**src/design/pps_pkg.sv**
```systemverilog
`default_nettype none
// ----------------------------------------------------------------------------
// pps_pkg
// Shared types and constants for the parity partition sorter.
// ----------------------------------------------------------------------------
package pps_pkg;

    localparam int VALUE_W     = 32;
    localparam int CFG_W       = 2;
    localparam int MAX_RESULTS = 32;

    localparam logic [CFG_W-1:0] SORT_ASC  = 2'd0;
    localparam logic [CFG_W-1:0] SORT_DESC = 2'd1;

    // commands from the controller to the datapath
    typedef struct packed {
        logic load;       // input transfer this cycle
        logic grp_clear;  // start the sort phase at the even store
        logic take_cur;   // latch entry i, start the inner pass
        logic cmp_step;   // compare entry j with held value
        logic wr_i;       // write held value back to entry i
        logic next_grp;   // move on to the odd store
        logic emit_init;  // start emission at the first non-empty store
        logic capture;    // load the output register
        logic run_clear;  // end of run: clear counts and drop flag
    } t_cmd;

    typedef struct packed {
        logic need_sort;  // current store needs an exchange pass
        logic grp;        // current store, 1 for odd
        logic j_last;     // inner pass at its final entry
        logic i_last;     // outer pass at its final entry
        logic out_last;   // output register holds the final result
    } t_status;

endpackage
`default_nettype wire

```
**src/design/pps_ram.sv**
```systemverilog
`default_nettype none
// ----------------------------------------------------------------------------
// pps_ram
// Generic single-write, single-read RAM with registered read data.
// ----------------------------------------------------------------------------
module pps_ram #(
    parameter int WIDTH = 32,
    parameter int DEPTH = 64
) (
    input  wire logic                     i_clk,
    input  wire logic                     i_we,
    input  wire logic [$clog2(DEPTH)-1:0] i_waddr,
    input  wire logic [WIDTH-1:0]         i_wdata,
    input  wire logic [$clog2(DEPTH)-1:0] i_raddr,
    output logic      [WIDTH-1:0]         o_rdata
);

    logic [WIDTH-1:0] r_mem [DEPTH];
    logic [WIDTH-1:0] r_rdata;

    always_ff @(posedge i_clk) begin
        if (i_we) begin
            r_mem[i_waddr] <= i_wdata;
        end
        r_rdata <= r_mem[i_raddr];
    end

    assign o_rdata = r_rdata;

endmodule
`default_nettype wire

```
**src/design/pps_dp.sv**
```systemverilog
`default_nettype none
// ----------------------------------------------------------------------------
// pps_dp
// Datapath: partitioned store, counts, exchange-sort compare, output register.
// ----------------------------------------------------------------------------
module pps_dp import pps_pkg::*; #(
    parameter int CAPACITY = 32
) (
    input  wire logic                      i_clk,
    input  wire logic                      i_rst_n,
    input  wire t_cmd                      i_cmd,
    output t_status                        o_status,
    input  wire logic signed [VALUE_W-1:0] i_value,
    input  wire logic                      i_sort_order_we,
    input  wire logic        [CFG_W-1:0]   i_sort_order,
    output logic signed      [VALUE_W-1:0] o_value_out,
    output logic                           o_odd_group,
    output logic                           o_last_result,
    output logic                           o_overflow
);

    localparam int AW = (CAPACITY > 1) ? $clog2(CAPACITY) : 1;
    localparam int CW = $clog2(CAPACITY + 1);
    localparam int RAM_DEPTH = 2 * (2 ** AW);

    logic [CW-1:0]      r_even_cnt, n_even_cnt;
    logic [CW-1:0]      r_odd_cnt, n_odd_cnt;
    logic               r_drop, n_drop;
    logic [CFG_W-1:0]   r_order;
    logic               r_grp, n_grp;
    logic [AW-1:0]      r_i, n_i;
    logic [AW-1:0]      r_j, n_j;
    logic [VALUE_W-1:0] r_cur, n_cur;
    logic [VALUE_W-1:0] r_out_value;
    logic               r_out_odd;
    logic               r_out_last;
    logic               r_out_ovf;

    logic               ram_we;
    logic [AW:0]        ram_waddr;
    logic [VALUE_W-1:0] ram_wdata;
    logic [AW:0]        ram_raddr;
    logic [VALUE_W-1:0] ram_rdata;

    logic [CW:0]        total;
    logic [CW-1:0]      grp_cnt;
    logic               swap;
    logic               emit_last;
    logic               store_ok;
    logic [AW-1:0]      load_idx;

    pps_ram #(
        .WIDTH (VALUE_W),
        .DEPTH (RAM_DEPTH)
    ) u_ram (
        .i_clk   (i_clk),
        .i_we    (ram_we),
        .i_waddr (ram_waddr),
        .i_wdata (ram_wdata),
        .i_raddr (ram_raddr),
        .o_rdata (ram_rdata)
    );

    assign total   = (CW+1)'(r_even_cnt) + (CW+1)'(r_odd_cnt);
    assign grp_cnt = r_grp ? r_odd_cnt : r_even_cnt;

    // signed exchange test against the value held for position i
    assign swap = (r_order == SORT_ASC)
                ? ($signed(r_cur) > $signed(ram_rdata))
                : ($signed(ram_rdata) > $signed(r_cur));

    assign emit_last = r_grp ? ((CW'(r_i) + CW'(1)) == r_odd_cnt)
                             : (((CW'(r_i) + CW'(1)) == r_even_cnt) &&
                                (r_odd_cnt == '0));

    assign load_idx = i_value[0] ? r_odd_cnt[AW-1:0] : r_even_cnt[AW-1:0];
    assign store_ok = (32'(total) < MAX_RESULTS) &&
                      (i_value[0] ? (32'(r_odd_cnt) < CAPACITY)
                                  : (32'(r_even_cnt) < CAPACITY));

    always_comb begin
        n_even_cnt = r_even_cnt;
        n_odd_cnt  = r_odd_cnt;
        n_drop     = r_drop;
        n_grp      = r_grp;
        n_i        = r_i;
        n_j        = r_j;
        n_cur      = r_cur;
        ram_we     = 1'b0;
        ram_waddr  = {r_grp, r_j};
        ram_wdata  = r_cur;
        ram_raddr  = {r_grp, r_i};

        if (i_cmd.load) begin
            ram_waddr = {i_value[0], load_idx};
            ram_wdata = i_value;
            if (store_ok) begin
                ram_we = 1'b1;
                if (i_value[0]) begin
                    n_odd_cnt = r_odd_cnt + CW'(1);
                end else begin
                    n_even_cnt = r_even_cnt + CW'(1);
                end
            end else begin
                n_drop = 1'b1;
            end
        end
        if (i_cmd.grp_clear) begin
            n_grp = 1'b0;
            n_i   = '0;
        end
        if (i_cmd.take_cur) begin
            n_cur     = ram_rdata;
            n_j       = r_i + AW'(1);
            ram_raddr = {r_grp, r_i + AW'(1)};
        end
        if (i_cmd.cmp_step) begin
            if (swap) begin
                ram_we = 1'b1;
                n_cur  = ram_rdata;
            end
            n_j       = r_j + AW'(1);
            ram_raddr = {r_grp, r_j + AW'(1)};
        end
        if (i_cmd.wr_i) begin
            ram_we    = 1'b1;
            ram_waddr = {r_grp, r_i};
            n_i       = r_i + AW'(1);
            ram_raddr = {r_grp, r_i + AW'(1)};
        end
        if (i_cmd.next_grp) begin
            n_grp = 1'b1;
            n_i   = '0;
        end
        if (i_cmd.emit_init) begin
            n_grp = (r_even_cnt == '0);
            n_i   = '0;
        end
        if (i_cmd.capture) begin
            if (!r_grp && ((CW'(r_i) + CW'(1)) == r_even_cnt)) begin
                n_grp = 1'b1;
                n_i   = '0;
            end else begin
                n_i = r_i + AW'(1);
            end
        end
        if (i_cmd.run_clear) begin
            n_even_cnt = '0;
            n_odd_cnt  = '0;
            n_drop     = 1'b0;
        end
    end

    always_ff @(posedge i_clk) begin
        if (!i_rst_n) begin
            r_even_cnt <= '0;
            r_odd_cnt  <= '0;
            r_drop     <= 1'b0;
            r_order    <= SORT_ASC;
            r_grp      <= 1'b0;
            r_i        <= '0;
            r_j        <= '0;
        end else begin
            r_even_cnt <= n_even_cnt;
            r_odd_cnt  <= n_odd_cnt;
            r_drop     <= n_drop;
            r_grp      <= n_grp;
            r_i        <= n_i;
            r_j        <= n_j;
            if (i_sort_order_we) begin
                r_order <= i_sort_order;
            end
        end
    end

    always_ff @(posedge i_clk) begin
        r_cur <= n_cur;
        if (i_cmd.capture) begin
            r_out_value <= ram_rdata;
            r_out_odd   <= r_grp;
            r_out_last  <= emit_last;
            r_out_ovf   <= r_drop;
        end
    end

    assign o_status.need_sort = ((r_order == SORT_ASC) || (r_order == SORT_DESC)) &&
                                (grp_cnt >= CW'(2));
    assign o_status.grp       = r_grp;
    assign o_status.j_last    = (CW'(r_j) + CW'(1)) == grp_cnt;
    assign o_status.i_last    = ((CW+1)'(r_i) + (CW+1)'(2)) >= {1'b0, grp_cnt};
    assign o_status.out_last  = r_out_last;

    assign o_value_out   = r_out_value;
    assign o_odd_group   = r_out_odd;
    assign o_last_result = r_out_last;
    assign o_overflow    = r_out_ovf;

endmodule
`default_nettype wire

```
**src/design/pps_ctrl.sv**
```systemverilog
`default_nettype none
// ----------------------------------------------------------------------------
// pps_ctrl
// Controller: load, exchange-sort sequencing per store, result emission.
// ----------------------------------------------------------------------------
module pps_ctrl import pps_pkg::*; (
    input  wire logic    i_clk,
    input  wire logic    i_rst_n,
    input  wire logic    i_in_valid,
    input  wire logic    i_last_item,
    output logic         o_in_stall,
    output logic         o_out_valid,
    input  wire logic    i_out_stall,
    input  wire t_status i_status,
    output t_cmd         o_cmd
);

    localparam logic [2:0] S_LOAD      = 3'd0;
    localparam logic [2:0] S_SORT_PREP = 3'd1;
    localparam logic [2:0] S_SORT_CUR  = 3'd2;
    localparam logic [2:0] S_SORT_CMP  = 3'd3;
    localparam logic [2:0] S_SORT_WR   = 3'd4;
    localparam logic [2:0] S_EMIT_RD   = 3'd5;
    localparam logic [2:0] S_EMIT_CAP  = 3'd6;
    localparam logic [2:0] S_EMIT_HOLD = 3'd7;

    logic [2:0] r_state, n_state;

    always_comb begin
        n_state = r_state;
        o_cmd   = '0;
        unique case (r_state)
            S_LOAD: begin
                if (i_in_valid) begin
                    o_cmd.load = 1'b1;
                    if (i_last_item) begin
                        o_cmd.grp_clear = 1'b1;
                        n_state = S_SORT_PREP;
                    end
                end
            end
            S_SORT_PREP: begin
                if (i_status.need_sort) begin
                    n_state = S_SORT_CUR;
                end else if (!i_status.grp) begin
                    o_cmd.next_grp = 1'b1;
                end else begin
                    o_cmd.emit_init = 1'b1;
                    n_state = S_EMIT_RD;
                end
            end
            S_SORT_CUR: begin
                o_cmd.take_cur = 1'b1;
                n_state = S_SORT_CMP;
            end
            S_SORT_CMP: begin
                o_cmd.cmp_step = 1'b1;
                if (i_status.j_last) begin
                    n_state = S_SORT_WR;
                end
            end
            S_SORT_WR: begin
                o_cmd.wr_i = 1'b1;
                if (!i_status.i_last) begin
                    n_state = S_SORT_CUR;
                end else if (!i_status.grp) begin
                    o_cmd.next_grp = 1'b1;
                    n_state = S_SORT_PREP;
                end else begin
                    o_cmd.emit_init = 1'b1;
                    n_state = S_EMIT_RD;
                end
            end
            S_EMIT_RD: begin
                n_state = S_EMIT_CAP;
            end
            S_EMIT_CAP: begin
                o_cmd.capture = 1'b1;
                n_state = S_EMIT_HOLD;
            end
            S_EMIT_HOLD: begin
                if (!i_out_stall) begin
                    if (i_status.out_last) begin
                        o_cmd.run_clear = 1'b1;
                        n_state = S_LOAD;
                    end else begin
                        n_state = S_EMIT_RD;
                    end
                end
            end
            default: begin
                n_state = S_LOAD;
            end
        endcase
    end

    always_ff @(posedge i_clk) begin
        if (!i_rst_n) begin
            r_state <= S_LOAD;
        end else begin
            r_state <= n_state;
        end
    end

    assign o_in_stall  = (r_state != S_LOAD);
    assign o_out_valid = (r_state == S_EMIT_HOLD);

endmodule
`default_nettype wire

```
**src/design/parity_partition_sorter.sv**
```systemverilog
`default_nettype none
// ----------------------------------------------------------------------------
// parity_partition_sorter
// Splits a run of signed values into even and odd stores, sorts each, emits.
// ----------------------------------------------------------------------------
// Loading takes one value per cycle until the transfer marked last. Values go
// to the even or odd half of one shared RAM; a value that finds no room is
// dropped and every result of that run carries the overflow flag. After the
// last transfer, for the ascending and descending orders, each store is
// exchange-sorted through the one RAM; other order codes leave the stores in
// arrival order. Each result is then read, captured into the output register
// and held until it transfers, evens first, then odds. No new input is taken
// until the last result transfers.
// ----------------------------------------------------------------------------
module parity_partition_sorter import pps_pkg::*; #(
    parameter int CAPACITY = 32
) (
    input  wire logic                      i_clk,
    input  wire logic                      i_rst_n,
    input  wire logic                      i_sort_order_we,
    input  wire logic        [CFG_W-1:0]   i_sort_order,
    input  wire logic                      i_in_valid,
    output logic                           o_in_stall,
    input  wire logic signed [VALUE_W-1:0] i_value,
    input  wire logic                      i_last_item,
    output logic                           o_out_valid,
    input  wire logic                      i_out_stall,
    output logic signed      [VALUE_W-1:0] o_value_out,
    output logic                           o_odd_group,
    output logic                           o_last_result,
    output logic                           o_overflow
);

    t_cmd    cmd;
    t_status status;

    pps_ctrl u_ctrl (
        .i_clk       (i_clk),
        .i_rst_n     (i_rst_n),
        .i_in_valid  (i_in_valid),
        .i_last_item (i_last_item),
        .o_in_stall  (o_in_stall),
        .o_out_valid (o_out_valid),
        .i_out_stall (i_out_stall),
        .i_status    (status),
        .o_cmd       (cmd)
    );

    pps_dp #(
        .CAPACITY (CAPACITY)
    ) u_dp (
        .i_clk           (i_clk),
        .i_rst_n         (i_rst_n),
        .i_cmd           (cmd),
        .o_status        (status),
        .i_value         (i_value),
        .i_sort_order_we (i_sort_order_we),
        .i_sort_order    (i_sort_order),
        .o_value_out     (o_value_out),
        .o_odd_group     (o_odd_group),
        .o_last_result   (o_last_result),
        .o_overflow      (o_overflow)
    );

endmodule
`default_nettype wire

```
**config.mk**
```make
export PLATFORM = sky130hd
export DESIGN_NAME = parity_partition_sorter
export DESIGN_NICKNAME = d
export VERILOG_FILES = /design/src/design/pps_pkg.sv /design/src/design/pps_ram.sv /design/src/design/pps_dp.sv /design/src/design/pps_ctrl.sv /design/src/design/parity_partition_sorter.sv
export SDC_FILE = /design/constraint.sdc
export NUM_CORES = 2
export LEC_CHECK = 0
export BUFFER_PORTS_ARGS = -buffer_cell sky130_fd_sc_hd__buf_2
export CAP_MARGIN = 20
export CORE_MARGIN = 3
export CORE_UTILIZATION = 40
export CTS_CLUSTER_DIAMETER = 60
export DETAILED_ROUTE_END_ITERATION = 8
export PLACE_DENSITY_LB_ADDON = 0.15
export SETUP_SLACK_MARGIN = 0.1
export SLEW_MARGIN = 40
export SYNTH_ARGS = -nofsm -noshare
export SYNTH_HDL_FRONTEND = slang
export SYNTH_HIERARCHICAL = 1
export SYNTH_SLANG_ARGS = --single-unit
export TNS_END_PERCENT = 50
```
**constraint.sdc**
```tcl
create_clock -name i_clk -period 8.6 [get_ports i_clk]
set_clock_uncertainty 0.15 [all_clocks]
set_input_delay 0.86 -clock i_clk [delete_from_list [all_inputs] [get_ports i_clk]]
set_output_delay 0.86 -clock i_clk [all_outputs]
set_load 0.02 [all_outputs]
```
==> results_dict.tcl <==
set metrics [dict create \
    status "finished clean" \
    synthTopCellsByArea "edfxtp_1 74%, mux4_2 15%, dfxtp_1 2.2%" \
    cts_tree "built" \
    placed_cell_area_um2 90000 \
    multiInputGateArea_um2 19800 \
    synthArstFlopShare_pct 0 \
    fp.dieH_um 466 \
    cts.sinks 2176 \
    tightest_slew_ps 963 \
    setup_violations 0 \
    ir_drop_v 0.000217 \
    yosysWarnings 6 \
    port_buffers 76 \
    placed_cells 6788 \
    syn_nets 4039 \
    final_cell_mix "2083 x edfxtp_1, 544 x mux4_2, 226 x clkbuf_16, 142 x buf_4, 108 x mux2i_1" \
    final_nets 4306 \
    yosysUniqueCellTypes 73 \
    wl_per_cell_um 32.7 \
    grt_pass1_vias 42000 \
    clockRootBuffer "clkbuf_16" \
    ys_seq_elements 2176 \
    power_density_nw_per_um2 251 \
    rows 168 \
    fp.dieW_um 466 \
    grt_max_degree 96 \
    clockBufferDepth 3 \
    drc 0 \
    crit_chain "nor2b_1, and2_1, clkinv_1, nor2_1, a21oi_1, o2bb2ai_4, buf_16, buf_4, buf_4, mux4_2, mux4_2, o22ai_1, nor2_1" \
    max_stage_delay_ps 700 \
    worstReg2RegEnd "u_dp/u_ram/o_rdata[2]" \
    worstHoldEndpoint "u_dp/r_order[0]" \
    ys.flop_type "edfxtp_1" \
    fmax_mhz 170 \
    antenna_found_initial 16 \
    firstDrtPassIters 6 \
    rsz0062_at_grt "false" \
    timing.hold.ws_ps 161 \
    hold_viol 0 \
    rr_startpoint "u_ctrl/r_state[0]" \
    layout_setup_ws_ps 2730 \
    design_area_um2 97600 \
    report.final.slew_viol_count 0 \
    period_share_pct 68.3 \
    r2r_slack_ps 2730 \
    fin_cells 7222 \
    min_path_type "input pin to flip-flop" \
    layout_commonest_cell "edfxtp_1" \
    dr.first_iter.drc_count 4397 \
    worstSetupStartpointType "flip-flop" \
    core_um2 210000 \
    final.setup.tns_ps 0 \
    crit_required_ps 9150 \
    register_area_um2 64400 \
    postCtsHoldBufs 0 \
    critPathSlowestCell "o22ai_1" \
    synth.top_cell.area_share_pct 74.0 \
    pre_cts_slack_ps 2790 \
    dp_hpwl_um 138000 \
    fill_cells 17600 \
    syn_to_final_growth_pct 15.5 \
    die_area_um2 217000 \
    slew_headroom_pct 35.8 \
    final_util_pct 46.5 \
    arrival_ps 6430 \
    grt-ovfl-total 0 \
    r2r_cells 13 \
    syn-instance-count 3949 \
    post_cts_buffers 0 \
    p_leak_nw 30.0 \
    grt_usage_pct 21.7 \
    grt_pass1_wl_um 331000 \
    cts.clk_slew.worst_paths_ps 60 \
    ant_nets 0 \
    cts_buffers 225 \
    synth.largest_area_cell "edfxtp_1" \
    drive_gt1_share_pct 29.6 \
    avgSynthCellArea_um2 21.4 \
    boundaryPins 77 \
    initial_core_util_pct 40.3 \
    vias 41200 \
    viasPerCell 5.71 \
    post_cts_resize_count 0 \
    synth-edff-count 2083 \
    path_max_fanout 28 \
    drt_wl_total_um 236000 \
    gp_congestion 0.838 \
    cap_viol_max_count 0 \
    power_mw 24.5 \
    worstSetupPathType "flip-flop to flip-flop" \
    endpoint_kind "flip-flop" \
    syn_area_um2 84500 \
    clk_latency_ps 860 \
    hold_start "i_sort_order[0]" \
    htreeDepth 4 \
    period_minus_slack_ps 5870 \
    synth_seq_area_share_pct 76.2 \
    min_path_cells 3 \
]
-- layer usage --
layer | GRT usage, % | vias to the layer above | routed length (µm)
li1 | - | 17100 | -
met1 | 30.4 | 22600 | 101000
met2 | 35.1 | 1336 | 115000
met3 | 4.08 | 268 | 14900
met4 | 5.16 | 2 | 5230
met5 | 0 | - | 13
-- Yosys cell counts, types with 22 or more instances --
| cell type | n |
|---|---|
| o22ai_1 | 84 |
| nor2_1 | 171 |
| buf_4 | 27 |
| nor2b_1 | 28 |
| edfxtp_1 | 2083 |
| inv_1 | 52 |
| o221ai_1 | 28 |
| buf_1 | 22 |
| nand2_1 | 87 |
| mux2i_1 | 108 |
| buf_2 | 61 |
| o21ai_0 | 55 |
| dfxtp_1 | 93 |
| clkbuf_1 | 96 |
| ha_1 | 50 |
| mux4_2 | 544 |
| a21oi_1 | 99 |
| mux2_4 | 30 |
-- worst max-delay path, delay by kind of cell, from the launching register on --
family | cells | cell delay, ps
AOI/OAI and AO/OA | 3 | 1280
muxes | 2 | 1030
DFF | 1 | 610
buffers and inverters | 4 | 1520
and+or+nand+nor | 4 | 1100
-- report_power, final --
part / switching, mW / internal [mW]
logic: 1.57 / 0.559
clock network: 4.14 / 5.70
registers: 0.120 / 12.4
-- layout make-up --
class / count / share of cell area, %
Multi-Input combinational cell: 1503 / 20.3
Clock buffer: 290 / 6.14
Clock inverter: 134 / 1.50
Sequential cell: 2176 / 66.0
Inverter: 53 / 0.204
Timing Repair Buffer: 257 / 2.22
Tap cell: 2805 / 3.60
Antenna cell: 4 / 0.0103
-- sequential cells by signal (all words and copies together) (netlist names) --
signal              cells
u_dp/r_even_cnt         6
u_ctrl/r_state          3
u_dp/o_last_result      1
u_dp/r_drop             1
u_dp/o_odd_group        1
u_dp/o_overflow         1
u_dp/r_odd_cnt          6
u_dp/r_i                5
u_dp/r_grp              1
u_dp/u_ram/o_rdata     32
u_dp/u_ram/r_mem     2048
u_dp/r_j                5
u_dp/o_value_out       32
u_dp/r_cur             32
u_dp/r_order            2
-- cells by family after synthesis --
kind of cell | after synthesis | share of synthesized area [%]
buffers and inverters | 270 | 1.51
muxes | 686 | 16.4
adders and majority gates | 50 | 0.740
and+or+nand+nor | 390 | 2.15
AOI/OAI and AO/OA | 343 | 2.64
xor gates and xnor gates | 34 | 0.352
DFF | 2176 | 76.2
-- how the worst max path moves through the flow --
stage,slack [ps],startpoint,to
after floorplan,3200,i_value[0],u_dp/u_ram/r_mem[49][0]
after global placement,2000,u_dp/u_ram/o_rdata[31],u_dp/u_ram/r_mem[1][17]
after detailed placement,2790,u_ctrl/r_state[0],u_dp/u_ram/o_rdata[1]
after CTS,2780,u_ctrl/r_state[0],u_dp/u_ram/o_rdata[1]
after global routing,2460,u_ctrl/r_state[0],u_dp/u_ram/o_rdata[2]
final,2730,u_ctrl/r_state[0],u_dp/u_ram/o_rdata[2]
Note: power is estimated with default switching activity, not from simulation.
